<file path="src/hw/rtl/acs_pkg.sv">
`timescale 1ns / 1ps

package acs_pkg;

  localparam int unsigned CH_W       = 3;
  localparam int unsigned SAMPLE_W   = 10;
  localparam int unsigned FUNC_W     = 2;
  localparam int unsigned LEVEL_W    = 18;
  localparam int unsigned VALUE_W    = 7;
  localparam int unsigned ALPHA_W    = 9;
  localparam int unsigned THR_W      = 7;
  localparam int unsigned FRAC_W     = 8;
  localparam int unsigned SCALE_SH   = 3;
  localparam int unsigned APB_DW     = 32;
  localparam int unsigned APB_AW     = 3;

  localparam int unsigned CHANNELS_DEFAULT = 8;

  localparam logic [ALPHA_W-1:0] ALPHA_RESET = ALPHA_W'(64);
  localparam logic [ALPHA_W-1:0] ALPHA_ONE   = ALPHA_W'(256);
  localparam logic [THR_W-1:0]   THR_RESET   = THR_W'(2);

  typedef enum logic [FUNC_W-1:0] {
    FUNC_SMOOTH = 2'd0,
    FUNC_CHECK  = 2'd1,
    FUNC_SEED   = 2'd2,
    FUNC_READ   = 2'd3
  } func_e;

  typedef enum logic [0:0] {
    REG_ALPHA = 1'b0,
    REG_THR   = 1'b1
  } reg_e;

  typedef struct packed {
    logic [LEVEL_W-1:0] level;
    logic [VALUE_W-1:0] last;
  } entry_t;

endpackage

</file>
<file path="src/hw/rtl/acs_in_if.sv">
`timescale 1ns / 1ps

interface acs_in_if;
  logic                          valid;
  logic                          ready;
  logic [acs_pkg::CH_W-1:0]      channel;
  logic [acs_pkg::SAMPLE_W-1:0]  raw_sample;
  logic [acs_pkg::FUNC_W-1:0]    func;

  modport source (output valid, output channel, output raw_sample, output func, input ready);
  modport sink   (input valid, input channel, input raw_sample, input func, output ready);
endinterface

</file>
<file path="src/hw/rtl/acs_out_if.sv">
`timescale 1ns / 1ps

interface acs_out_if;
  logic                          valid;
  logic                          ready;
  logic [acs_pkg::VALUE_W-1:0]   level_value;
  logic                          changed;

  modport source (output valid, output level_value, output changed, input ready);
  modport sink   (input valid, input level_value, input changed, output ready);
endinterface

</file>
<file path="src/hw/rtl/analog_channel_smoother.sv">
`timescale 1ns / 1ps

// channel  dir  handshake       payload
// in_i     in   valid / ready   channel, raw_sample, func
// out_o    out  valid / ready   level_value, changed
// apb      in   psel / penable  paddr, pwdata, prdata (pready tied high)
//
// one item per cycle sustained while the output is taken; the state ram is
// read at the edge that takes the item, the next cycle does the ema
// multiply-add and write back, and the result sits in the output register
// from the edge after that until taken
// reset clears the channel valid bits at once, so no clearing pass is needed;
// an entry never written reads as zero
// a stalled output holds the compute stage, which re-reads its entry from the
// ram each cycle; a write that lands while the next item reads is forwarded
module analog_channel_smoother #(
  parameter int unsigned CHANNELS = acs_pkg::CHANNELS_DEFAULT
) (
  input  logic                        clk_i,
  input  logic                        rst_ni,
  acs_in_if.sink                      in_i,
  acs_out_if.source                   out_o,
  input  logic                        psel,
  input  logic                        penable,
  input  logic                        pwrite,
  input  logic [acs_pkg::APB_AW-1:0]  paddr,
  input  logic [acs_pkg::APB_DW-1:0]  pwdata,
  output logic [acs_pkg::APB_DW-1:0]  prdata,
  output logic                        pready
);

  localparam int unsigned AW = (CHANNELS > 1) ? $clog2(CHANNELS) : 1;
  // channel number widened so it can be compared and cut to the ram index
  localparam int unsigned XW = ((AW > acs_pkg::CH_W) ? AW : acs_pkg::CH_W) + 1;
  localparam int unsigned EW = $bits(acs_pkg::entry_t);

  // ---------------- configuration registers ----------------
  logic [acs_pkg::ALPHA_W-1:0] alpha_q;
  logic [acs_pkg::THR_W-1:0]   thr_q;
  logic                        cfg_wr;
  acs_pkg::reg_e               reg_idx;

  assign pready  = 1'b1;
  assign cfg_wr  = psel && penable && pwrite && pready;
  assign reg_idx = acs_pkg::reg_e'(paddr[2]);

  always_ff @(posedge clk_i or negedge rst_ni) begin
    if (!rst_ni) begin
      alpha_q <= acs_pkg::ALPHA_RESET;
      thr_q   <= acs_pkg::THR_RESET;
    end else if (cfg_wr) begin
      case (reg_idx)
        acs_pkg::REG_ALPHA: alpha_q <= pwdata[acs_pkg::ALPHA_W-1:0];
        acs_pkg::REG_THR:   thr_q   <= pwdata[acs_pkg::THR_W-1:0];
        default: ;
      endcase
    end
  end

  always_comb begin
    case (reg_idx)
      acs_pkg::REG_ALPHA: prdata = acs_pkg::APB_DW'(alpha_q);
      acs_pkg::REG_THR:   prdata = acs_pkg::APB_DW'(thr_q);
      default:            prdata = '0;
    endcase
  end

  // ---------------- pipeline control ----------------
  logic                         en;        // compute stage may move on
  logic                         s1_vld_q;
  logic [AW-1:0]                s1_addr_q;
  logic                         s1_inr_q;  // channel is below CHANNELS
  logic [acs_pkg::SAMPLE_W-1:0] s1_sample_q;
  acs_pkg::func_e               s1_func_q;
  logic                         byp_q;
  acs_pkg::entry_t              byp_data_q;
  logic [CHANNELS-1:0]          vld_q;

  logic                         out_vld_q;
  logic [acs_pkg::VALUE_W-1:0]  out_value_q;
  logic                         out_changed_q;

  logic [XW-1:0]                in_ch_x;
  logic [AW-1:0]                in_addr;
  logic                         in_inr;
  logic                         accept;
  logic [AW-1:0]                rd_addr;

  logic                         wr_en;
  acs_pkg::entry_t              wr_data;
  logic [EW-1:0]                ram_rdata;

  assign en      = !out_vld_q || out_o.ready;
  assign in_i.ready = en;
  assign accept  = in_i.valid && en;
  assign in_ch_x = XW'(in_i.channel);
  assign in_addr = in_ch_x[AW-1:0];
  assign in_inr  = (in_ch_x < XW'(CHANNELS));
  // on a stall keep re-reading the held entry so the ram output stays current
  assign rd_addr = en ? in_addr : s1_addr_q;

  acs_ram #(
    .WIDTH (EW),
    .DEPTH (CHANNELS)
  ) u_state_ram (
    .clk_i   (clk_i),
    .we_i    (wr_en),
    .waddr_i (s1_addr_q),
    .wdata_i (wr_data),
    .raddr_i (rd_addr),
    .rdata_o (ram_rdata)
  );

  // ---------------- compute stage ----------------
  acs_pkg::entry_t              cur;
  logic [acs_pkg::ALPHA_W-1:0]  a_sat;
  logic [acs_pkg::LEVEL_W-1:0]  s_q8;
  logic signed [acs_pkg::LEVEL_W:0]   delta;
  logic signed [acs_pkg::LEVEL_W+acs_pkg::ALPHA_W+1:0] prod;
  logic signed [acs_pkg::LEVEL_W+acs_pkg::ALPHA_W+1:0] prod_sh;
  logic [acs_pkg::LEVEL_W+2:0]  lvl_sum;
  logic [acs_pkg::LEVEL_W-1:0]  new_level;
  logic [acs_pkg::VALUE_W-1:0]  scaled;
  logic [acs_pkg::VALUE_W-1:0]  ch_diff;
  logic                         wr_req;
  logic [acs_pkg::VALUE_W-1:0]  res_value;
  logic                         res_changed;

  always_comb begin
    if (byp_q) begin
      cur = byp_data_q;
    end else if (vld_q[s1_addr_q]) begin
      cur = acs_pkg::entry_t'(ram_rdata);
    end else begin
      cur = '0;
    end
  end

  // level' = level + floor(alpha * (sample<<8 - level) / 256), same as the
  // weighted sum of both terms truncated
  assign a_sat   = alpha_q[acs_pkg::ALPHA_W-1] ? acs_pkg::ALPHA_ONE : alpha_q;
  assign s_q8    = {s1_sample_q, {acs_pkg::FRAC_W{1'b0}}};
  assign delta   = $signed({1'b0, s_q8}) - $signed({1'b0, cur.level});
  assign prod    = $signed({1'b0, a_sat}) * delta;
  assign prod_sh = prod >>> acs_pkg::FRAC_W;
  assign lvl_sum = (acs_pkg::LEVEL_W+3)'({3'b000, cur.level}) + prod_sh[acs_pkg::LEVEL_W+2:0];
  assign new_level = lvl_sum[acs_pkg::LEVEL_W-1:0];

  assign scaled  = s1_sample_q[acs_pkg::SAMPLE_W-1:acs_pkg::SCALE_SH];
  assign ch_diff = (scaled >= cur.last) ? (scaled - cur.last) : (cur.last - scaled);

  always_comb begin
    wr_req      = 1'b0;
    wr_data     = cur;
    res_value   = cur.last;
    res_changed = 1'b0;
    case (s1_func_q)
      acs_pkg::FUNC_SMOOTH: begin
        wr_req        = 1'b1;
        wr_data.level = new_level;
        wr_data.last  = new_level[acs_pkg::LEVEL_W-1 -: acs_pkg::VALUE_W];
        res_value     = new_level[acs_pkg::LEVEL_W-1 -: acs_pkg::VALUE_W];
      end
      acs_pkg::FUNC_CHECK: begin
        if (ch_diff >= thr_q) begin
          wr_req       = 1'b1;
          wr_data.last = scaled;
          res_value    = scaled;
          res_changed  = 1'b1;
        end
      end
      acs_pkg::FUNC_SEED: begin
        wr_req        = 1'b1;
        wr_data.level = s_q8;
        wr_data.last  = scaled;
        res_value     = scaled;
      end
      default: ;
    endcase
    // channels past the end touch nothing and report zero
    if (!s1_inr_q) begin
      wr_req      = 1'b0;
      res_value   = '0;
      res_changed = 1'b0;
    end
  end

  assign wr_en = s1_vld_q && en && wr_req;

  // ---------------- stage registers ----------------
  always_ff @(posedge clk_i or negedge rst_ni) begin
    if (!rst_ni) begin
      s1_vld_q  <= 1'b0;
      byp_q     <= 1'b0;
      vld_q     <= '0;
      out_vld_q <= 1'b0;
    end else begin
      if (wr_en) begin
        vld_q[s1_addr_q] <= 1'b1;
      end
      if (en) begin
        s1_vld_q <= accept;
        // forward the write that lands while this item reads the same entry
        byp_q    <= accept && wr_en && (in_addr == s1_addr_q);
      end else begin
        byp_q    <= 1'b0;
      end
      if (en) begin
        out_vld_q <= s1_vld_q;
      end
    end
  end

  always_ff @(posedge clk_i) begin
    if (en) begin
      s1_addr_q   <= in_addr;
      s1_inr_q    <= in_inr;
      s1_sample_q <= in_i.raw_sample;
      s1_func_q   <= acs_pkg::func_e'(in_i.func);
      byp_data_q  <= wr_data;
      if (s1_vld_q) begin
        out_value_q   <= res_value;
        out_changed_q <= res_changed;
      end
    end
  end

  assign out_o.valid       = out_vld_q;
  assign out_o.level_value = out_value_q;
  assign out_o.changed     = out_changed_q;

  // ---------------- assertions ----------------
  // a stalled compute stage keeps its item
  a_stall_hold: assert property (@(posedge clk_i) disable iff (!rst_ni)
    (s1_vld_q && !en) |=> s1_vld_q)
    else $error("compute stage lost an item while stalled");

  // forwarding only follows a write in the cycle before
  a_byp_src: assert property (@(posedge clk_i) disable iff (!rst_ni)
    byp_q |-> $past(wr_en))
    else $error("forwarded entry without a write");

  // a finished item always reaches the output register
  a_fire_out: assert property (@(posedge clk_i) disable iff (!rst_ni)
    (s1_vld_q && en) |=> out_vld_q)
    else $error("result dropped at output register");

  // state is written only for a real item on an existing channel
  a_wr_legal: assert property (@(posedge clk_i) disable iff (!rst_ni)
    wr_en |-> (s1_vld_q && s1_inr_q))
    else $error("state write without a valid item");

endmodule

</file>
<file path="src/hw/rtl/acs_ram.sv">
`timescale 1ns / 1ps

module acs_ram #(
  parameter int unsigned WIDTH = 8,
  parameter int unsigned DEPTH = 8,
  localparam int unsigned AW = (DEPTH > 1) ? $clog2(DEPTH) : 1
) (
  input  logic             clk_i,
  input  logic             we_i,
  input  logic [AW-1:0]    waddr_i,
  input  logic [WIDTH-1:0] wdata_i,
  input  logic [AW-1:0]    raddr_i,
  output logic [WIDTH-1:0] rdata_o
);

  logic [WIDTH-1:0] mem_q [DEPTH];
  logic [WIDTH-1:0] rdata_q;

  // read returns the old contents on a same-address write
  always_ff @(posedge clk_i) begin
    if (we_i) begin
      mem_q[waddr_i] <= wdata_i;
    end
    rdata_q <= mem_q[raddr_i];
  end

  assign rdata_o = rdata_q;

endmodule
</file>
<file path="src/flat_wrapper.sv">
// flat-port wrapper written by rule: the top's interface ports become plain ports
module analog_channel_smoother_flat 
#(
  parameter int unsigned CHANNELS = acs_pkg::CHANNELS_DEFAULT
)
  (clk_i, rst_ni, psel, penable, pwrite, paddr, pwdata, prdata, pready, in_i_valid, in_i_channel, in_i_raw_sample, in_i_func, in_i_ready, out_o_valid, out_o_level_value, out_o_changed, out_o_ready);
  acs_in_if in_i_i ();
  acs_out_if out_o_i ();
  input  logic clk_i;
  input  logic rst_ni;
  input  logic psel;
  input  logic penable;
  input  logic pwrite;
  input  logic [acs_pkg::APB_AW-1:0] paddr;
  input  logic [acs_pkg::APB_DW-1:0] pwdata;
  output logic [acs_pkg::APB_DW-1:0] prdata;
  output logic pready;
  input wire logic [$bits(in_i_i.valid)-1:0] in_i_valid;
  input wire logic [$bits(in_i_i.channel)-1:0] in_i_channel;
  input wire logic [$bits(in_i_i.raw_sample)-1:0] in_i_raw_sample;
  input wire logic [$bits(in_i_i.func)-1:0] in_i_func;
  output wire logic [$bits(in_i_i.ready)-1:0] in_i_ready;
  output wire logic [$bits(out_o_i.valid)-1:0] out_o_valid;
  output wire logic [$bits(out_o_i.level_value)-1:0] out_o_level_value;
  output wire logic [$bits(out_o_i.changed)-1:0] out_o_changed;
  input wire logic [$bits(out_o_i.ready)-1:0] out_o_ready;
  assign in_i_i.valid = in_i_valid;
  assign in_i_i.channel = in_i_channel;
  assign in_i_i.raw_sample = in_i_raw_sample;
  assign in_i_i.func = in_i_func;
  assign in_i_ready = in_i_i.ready;
  assign out_o_valid = out_o_i.valid;
  assign out_o_level_value = out_o_i.level_value;
  assign out_o_changed = out_o_i.changed;
  assign out_o_i.ready = out_o_ready;
  analog_channel_smoother #(.CHANNELS(CHANNELS)) u_core (.clk_i(clk_i), .rst_ni(rst_ni), .in_i(in_i_i), .out_o(out_o_i), .psel(psel), .penable(penable), .pwrite(pwrite), .paddr(paddr), .pwdata(pwdata), .prdata(prdata), .pready(pready));
endmodule
</file>
<file path="config.mk">
export PLATFORM = sky130hd
export DESIGN_NAME = analog_channel_smoother_flat
export DESIGN_NICKNAME = d
export VERILOG_FILES = /design/src/hw/rtl/acs_pkg.sv /design/src/hw/rtl/acs_in_if.sv /design/src/hw/rtl/acs_out_if.sv /design/src/hw/rtl/analog_channel_smoother.sv /design/src/hw/rtl/acs_ram.sv /design/src/flat_wrapper.sv
export SDC_FILE = /design/constraint.sdc
export NUM_CORES = 1
export LEC_CHECK = 0
export ABC_AREA = 1
export BUFFER_PORTS_ARGS = -buffer_cell sky130_fd_sc_hd__buf_2
export CAP_MARGIN = 15
export CORE_UTILIZATION = 30
export CTS_CLUSTER_DIAMETER = 100
export DETAILED_ROUTE_END_ITERATION = 10
export PLACE_DENSITY = 0.47
export REMOVE_ABC_BUFFERS = 1
export SETUP_SLACK_MARGIN = 0.5
export SLEW_MARGIN = 20
export SYNTH_ARGS = -nofsm -noshare
export SYNTH_HDL_FRONTEND = slang
export SYNTH_HIERARCHICAL = 1
export SYNTH_SLANG_ARGS = --single-unit
</file>
<file path="constraint.sdc">
create_clock -name clk_i -period 12.61 [get_ports clk_i]
set_input_delay 0.6305 -clock clk_i [delete_from_list [all_inputs] [get_ports clk_i]]
set_output_delay 0.6305 -clock clk_i [all_outputs]
set_load 0.005 [all_outputs]
</file>
-- Word-level counts from Yosys, hierarchy flattened
Memory sizes are Yosys's and may differ from the RTL's. A register that Yosys moved wholly into a read port is not among the register bits.
Cells that the tools add are included.
- flip-flop bits (word level): 76
- RAM bits: 200
- bits of input ports: 57
- output and inout bits: 43
- memories: 1
- $add $sub $neg: 4
- $mul: 1
- $lt $le $gt $ge: 5
- equality and inequality tests: 3
- mux-type cells: 19
- bitwise operators: 2
- reduce and logical (&&, ||, !) cells: 16
- memory list (name ; words ; bits a word ; read ports ; clocked after memory_dff ; write ports ; RTL line ; source):
    u_core.u_state_ram.mem_q ; 8 ; 25 ; 1 ; 1 ; 1 ; acs_ram.sv:16 ; logic [WIDTH-1:0] mem_q [DEPTH];
- operators by type and width (cell ; number):
    case mux 32 bit (2 select lines) ; 1
    two-way mux 25 bit ; 2
    case mux 18 bit (2 select lines) ; 1
    multiplier 10 x 19 -> 26 bit ; 1
    case mux 7 bit (3 select lines) ; 1
    subtractor 18 x 18 -> 19 bit ; 1
    adder 18 bit ; 1
    greater-or-equal comparator 7 bit ; 2
    two-way mux 7 bit ; 2
    subtractor 7 bit ; 2
    two-way mux 9 bit ; 1
    logical AND 1 bit ; 8
    < comparator 3 x 4 -> 1 bit, second input constant ; 2
    OR 8 bit ; 1
    AND reduction 2 bit ; 4
    two-way mux 1 bit ; 7
    binary-select mux 1 bit (select 3 bit) ; 1
    demux 1 bit (select 3 bit) ; 1
    == test 3 bit ; 1
    greater-or-equal comparator 3 x 1 -> 1 bit, second input constant ; 1
    two-way mux 3 bit ; 1
    == test 2 x 1 -> 1 bit, second input constant ; 1
    == test 2 bit, second input constant ; 1
    zero test 2 bit ; 1
    5 further kinds ; 5

-- Logic depth before layout (Yosys ltp)
- depth in word-level cells: 14
- depth in mapped cells: 56

-- Cells and area by module
Netlist, hierarchy kept.
- modules (own cells, without submodules) (module ; instances ; cells an instance ; area an instance (um2)):
    analog_channel_smoother ; 1 ; 1582 ; 12204.2
    acs_ram ; 1 ; 907 ; 9262.6

-- Worst setup path after synthesis
OpenSTA, ideal clock, no wires.
- path type: reg-to-reg
- start: register u_core.s1_addr_q[2]
- end: register u_core/byp_data_q[6] (netlist bit) (data pin)
- library setup time: 0.316 ns
- arrival time: 8.285 ns
- required time: 12.294 ns
- slack: 4.009 ns
- cell stages (with the launch flop): 48
- path buffers: 2
- period minus slack after synthesis: 8.601 ns
- cells stage by stage: dfxtp_1 -> inv_2 -> nor2_4 -> nand2_2 -> nor2_2 -> nor2_4 -> nand2_8 -> buf_12 -> clkbuf_1 -> nand3_1 -> and2_1 -> ha_1 -> inv_1 -> nor2_2 -> nand2_2 -> nor2_4 -> a21oi_4 -> o21ai_1 -> [12 not listed] -> nor2_1 -> nor2_1 -> o211ai_1 -> a21oi_1 -> nand2_1 -> nand3_1 -> nand2_1 -> nand3_1 -> nand2_1 -> xor2_1 -> ha_1 -> inv_1 -> nor3_1 -> nand4_1 -> nand3_1 -> nand2_1 -> nand3_2 -> nand3_1
- RTL lines (element ; RTL line ; source):
    from (decl) ; analog_channel_smoother.sv:71 ; logic [AW-1:0] s1_addr_q;
    from (signal assigned) ; analog_channel_smoother.sv:216 ; s1_addr_q <= in_addr;
    to (signal assigned) ; analog_channel_smoother.sv:220 ; byp_data_q <= wr_data;
    to (decl) ; analog_channel_smoother.sv:76 ; acs_pkg::entry_t byp_data_q;

==> flow_summary.json <==
{
  "slew_viol_final": 0,
  "die-width_um": 270,
  "ctsRootBufferMaster": "sky130_fd_sc_hd__clkbuf_16",
  "synth_commonest_cells": "sky130_fd_sc_hd__nand2_1 (669), sky130_fd_sc_hd__inv_1 (514), sky130_fd_sc_hd__edfxtp_1 (245)",
  "worst_hold_path_type": "in -> async",
  "ctsHoldBuffers": 0,
  "regArea_um2": 8600,
  "drt_wl_total_um": 54600,
  "max-clock-path-buffers": 3,
  "post_cts.resized_instances": 0,
  "die-height_um": 270,
  "post-synth-top-count-cell": "sky130_fd_sc_hd__nand2_1",
  "layout_cells_sized_above_1_pct": 9.78,
  "timing.setup.tns_ps": 0,
  "timing.critical_path.from_type": "flip-flop",
  "fin_hold_ws_ps": 141,
  "worst_r2r_path_depth": 48,
  "critical_path.slowest_cell": "sky130_fd_sc_hd__dfxtp_1",
  "globalplace.congestion": 0.864,
  "antenna_violations_before_repair": 3,
  "final.setup_skew_ps": 21.8,
  "post-synth-top-area-fraction_pct": 34.3,
  "timing.critical_path.required_ps": 12680,
  "post_synth_num_cell_types": 68,
  "crit_arrival_ps": 10810,
  "die_area_um2": 72600,
  "num_rows": 97,
  "dp_hpwl_um": 39600,
  "primary_ff_master_synth": "sky130_fd_sc_hd__edfxtp_1",
  "drc_errors": 0,
  "timing.critical_path.mode_cell": "sky130_fd_sc_hd__nand2_1",
  "synth_top_area_cell": "sky130_fd_sc_hd__edfxtp_1",
  "yosys.area_share.adder_pct": 17.9,
  "io-pin-count": 100,
  "timing_worst_slew_pin_value_ps": 1100,
  "numCtsBuffers": 34,
  "first_global_vias": 15800,
  "synth_top_cells_by_area": "sky130_fd_sc_hd__edfxtp_1 (34%), sky130_fd_sc_hd__fa_1 (12%), sky130_fd_sc_hd__nand2_1 (12%), sky130_fd_sc_hd__inv_1 (9.0%), sky130_fd_sc_hd__ha_1 (5.5%)",
  "grt-ovfl-total": 0,
  "cts_setup_buffers": 0,
  "critPathKind": "reg -> reg",
  "via_per_inst": 4.45,
  "multi_input_area_um2": 10500,
  "worstSkewPairLatency_ps": 530,
  "worstPathMaxFanout": 25,
  "detail-route-antenna-nets": 0,
  "wl_per_cell_um": 15.6,
  "critical_path_end_type": "flip-flop",
  "rsz0062_at_grt": "no",
  "final-setup-viol-count": 0,
  "place.detailed.instances": 3435,
  "combinational_family_with_the_most_area_after_synthesis": "simple AND/OR/NAND/NOR gates",
  "core_um2": 70400,
  "grt_usage_pct": 15.3,
  "yosysSeqAreaShare_pct": 40.0,
  "number_of_enable_flip_flop_cells_after_synthesis": 245,
  "cts_tree": "yes",
  "placed_area_um2": 22700,
  "filler_cell_count": 7349,
  "multiplexer_share_of_the_synthesized_area_pct": 0.0991,
  "max_stage_delay_ps": 620,
  "max_clock_freq_mhz": 93.1,
  "pin_count_of_the_biggest_net_entering_global_routing": 87,
  "routed-via-count": 15600,
  "synthesis.yosys.warnings": 6,
  "relSlewSlack_pct": 26.6,
  "drt_first_iter_violations": 761,
  "synth_compound_area_share_pct": 4.95,
  "mappedNetlistArea_um2": 21500,
  "cts_sinks": 300,
  "grt_first_pass_wirelength_um": 88100,
  "detailedRoute.firstPassIterationCount": 8,
  "synthesis.area_per_instance_um2": 8.62,
  "finalCritPeriodShare_pct": 85.2,
  "syn2layout_area_growth_pct": 10.7,
  "outcome": "finished clean",
  "port_buffers": 50,
  "synth_xor_area_share_pct": 1.71,
  "cts_htree_levels": 2,
  "final_number_of_hold_violating_endpoints": 0,
  "synth_seq_cells": 300,
  "final-instance-count-excl-fill": 3498,
  "final_period_minus_worst_setup_slack_ps": 10740,
  "syn-instance-count": 2489,
  "initial_core_util_pct": 30.5,
  "clkSlewWorstSetupHoldPaths_ps": 60,
  "cap_violations": 0,
  "synth_simple_gate_area_share_pct": 23.4,
  "layout.nets": 2816,
  "asyncSetResetFlopFracSynth_pct": 9.00,
  "final_cell_area_um2": 23800
}
==> layout make-up <==
type / count / area share [%]
clock buffer: 47 / 4.00
antenna: 2 / 0.0211
sequential: 300 / 36.2
tap: 940 / 4.95
multi-input combinational: 1588 / 44.0
clock inverter: 14 / 0.626
timing repair buffer: 72 / 1.75
inverter: 535 / 8.45
==> layout by cell type (no fill, tap or decap), types with 4 or more instances in the layout <==
cell type	netlist	final
sky130_fd_sc_hd__nand2_2	21	21
sky130_fd_sc_hd__clkbuf_1	20	9
sky130_fd_sc_hd__a41o_1	6	6
sky130_fd_sc_hd__or2_2	4	4
sky130_fd_sc_hd__o21ai_0	59	54
sky130_fd_sc_hd__o22ai_1	6	6
sky130_fd_sc_hd__nand3_2	14	14
sky130_fd_sc_hd__inv_2	16	17
sky130_fd_sc_hd__a21boi_0	6	6
sky130_fd_sc_hd__xor2_1	26	26
sky130_fd_sc_hd__nor2_1	147	139
sky130_fd_sc_hd__nand3_1	170	170
sky130_fd_sc_hd__nand2_4	21	21
sky130_fd_sc_hd__clkbuf_16	0	35
sky130_fd_sc_hd__and2_1	12	12
sky130_fd_sc_hd__clkinv_1	5	9
sky130_fd_sc_hd__nor2_2	8	16
sky130_fd_sc_hd__nand4_1	16	16
sky130_fd_sc_hd__buf_4	37	22
sky130_fd_sc_hd__xnor2_1	11	11
sky130_fd_sc_hd__buf_2	26	50
sky130_fd_sc_hd__o21ai_2	2	4
sky130_fd_sc_hd__a21oi_1	51	51
sky130_fd_sc_hd__inv_1	514	514
sky130_fd_sc_hd__nand2_1	669	669
sky130_fd_sc_hd__conb_1	2	24
sky130_fd_sc_hd__ha_1	95	95
sky130_fd_sc_hd__nor2_4	9	9
sky130_fd_sc_hd__edfxtp_1	245	245
sky130_fd_sc_hd__fa_1	133	133
sky130_fd_sc_hd__o21bai_1	6	6
sky130_fd_sc_hd__o21ai_1	13	14
sky130_fd_sc_hd__dfrtp_1	25	25
sky130_fd_sc_hd__dfxtp_1	28	28
sky130_fd_sc_hd__o211ai_1	5	5
sky130_fd_sc_hd__nor3_1	11	11
==> critical path, delay by kind of cell (launching register included) <==
kind	cells	cell delay, ps
AO/OA/AOI/OAI	11	1880
XOR/XNOR	1	190
adder cells (fa/ha/maj)	9	3810
buffers and inverters	7	1080
flip-flops	1	620
AND/OR/NAND/NOR	20	2670
==> sequential cells by signal, summed over array words and instances, names as in the netlist, 2 cells and up <==
signal                      count
u_core/alpha_q                  9
u_core/byp_data_q              25
u_core/out_o.level_value        7
u_core/s1_addr_q                3
u_core/s1_func_q                2
u_core/s1_sample_q             10
u_core/thr_q                    7
u_core/u_state_ram/mem_q      200
u_core/u_state_ram/rdata_o     25
u_core/vld_q                    8
==> per-stage QoR <==
step                utilization [%]  setup WS, ps
CTS                            33.8          1850
global placement               32.2          1850
floorplan                         -          2050
global route                   33.8          1010
detailed placement             32.2          1910
finish                         33.8          1870
==> path summary, 6_finish.rpt <==
check	start	endpoint	slack, ps
setup / recovery	u_core/s1_addr_q[0]	u_core/out_o.level_value[1]	1870
hold / removal	rst_ni	u_core/alpha_q[2]	140
setup reg to reg	u_core/s1_addr_q[0]	u_core/out_o.level_value[1]	1870
hold reg to reg	u_core/vld_q[3]	u_core/vld_q[3]	470
max in group asynchronous	rst_ni	u_core/vld_q[5]	12040
min in group clk_i	in_i_func[0]	u_core/s1_func_q[0]	280
==> per-layer routing <==
| layer | share of wire, % | vias up | wire, µm | global-route usage, % |
|---|---|---|---|---|
| met3 | 3.8 | 70 | 2050 | 1.66 |
| met1 | 47 | 7427 | 25500 | 20.9 |
| met4 | 1.7 | 0 | 946 | 3.60 |
| li1 | - | 7763 | - | - |
| met5 | 0 | - | 0 | 0 |
| met2 | 48 | 292 | 26200 | 26.0 |
==> cell families (layout without fill, tap and decap cells) <==
kind of cell	after synthesis	count (layout)
adders and majority gates	228	228
muxes	2	2
xor gates and xnor gates	39	39
DFF	300	300
other	2	26
buffers and inverters	623	668
and+or+nand+nor	1118	1118
AOI/OAI and AO/OA	177	177
Power is not shown: default switching activity piles up to over one toggle a cycle in this logic, so the estimate is an artifact.
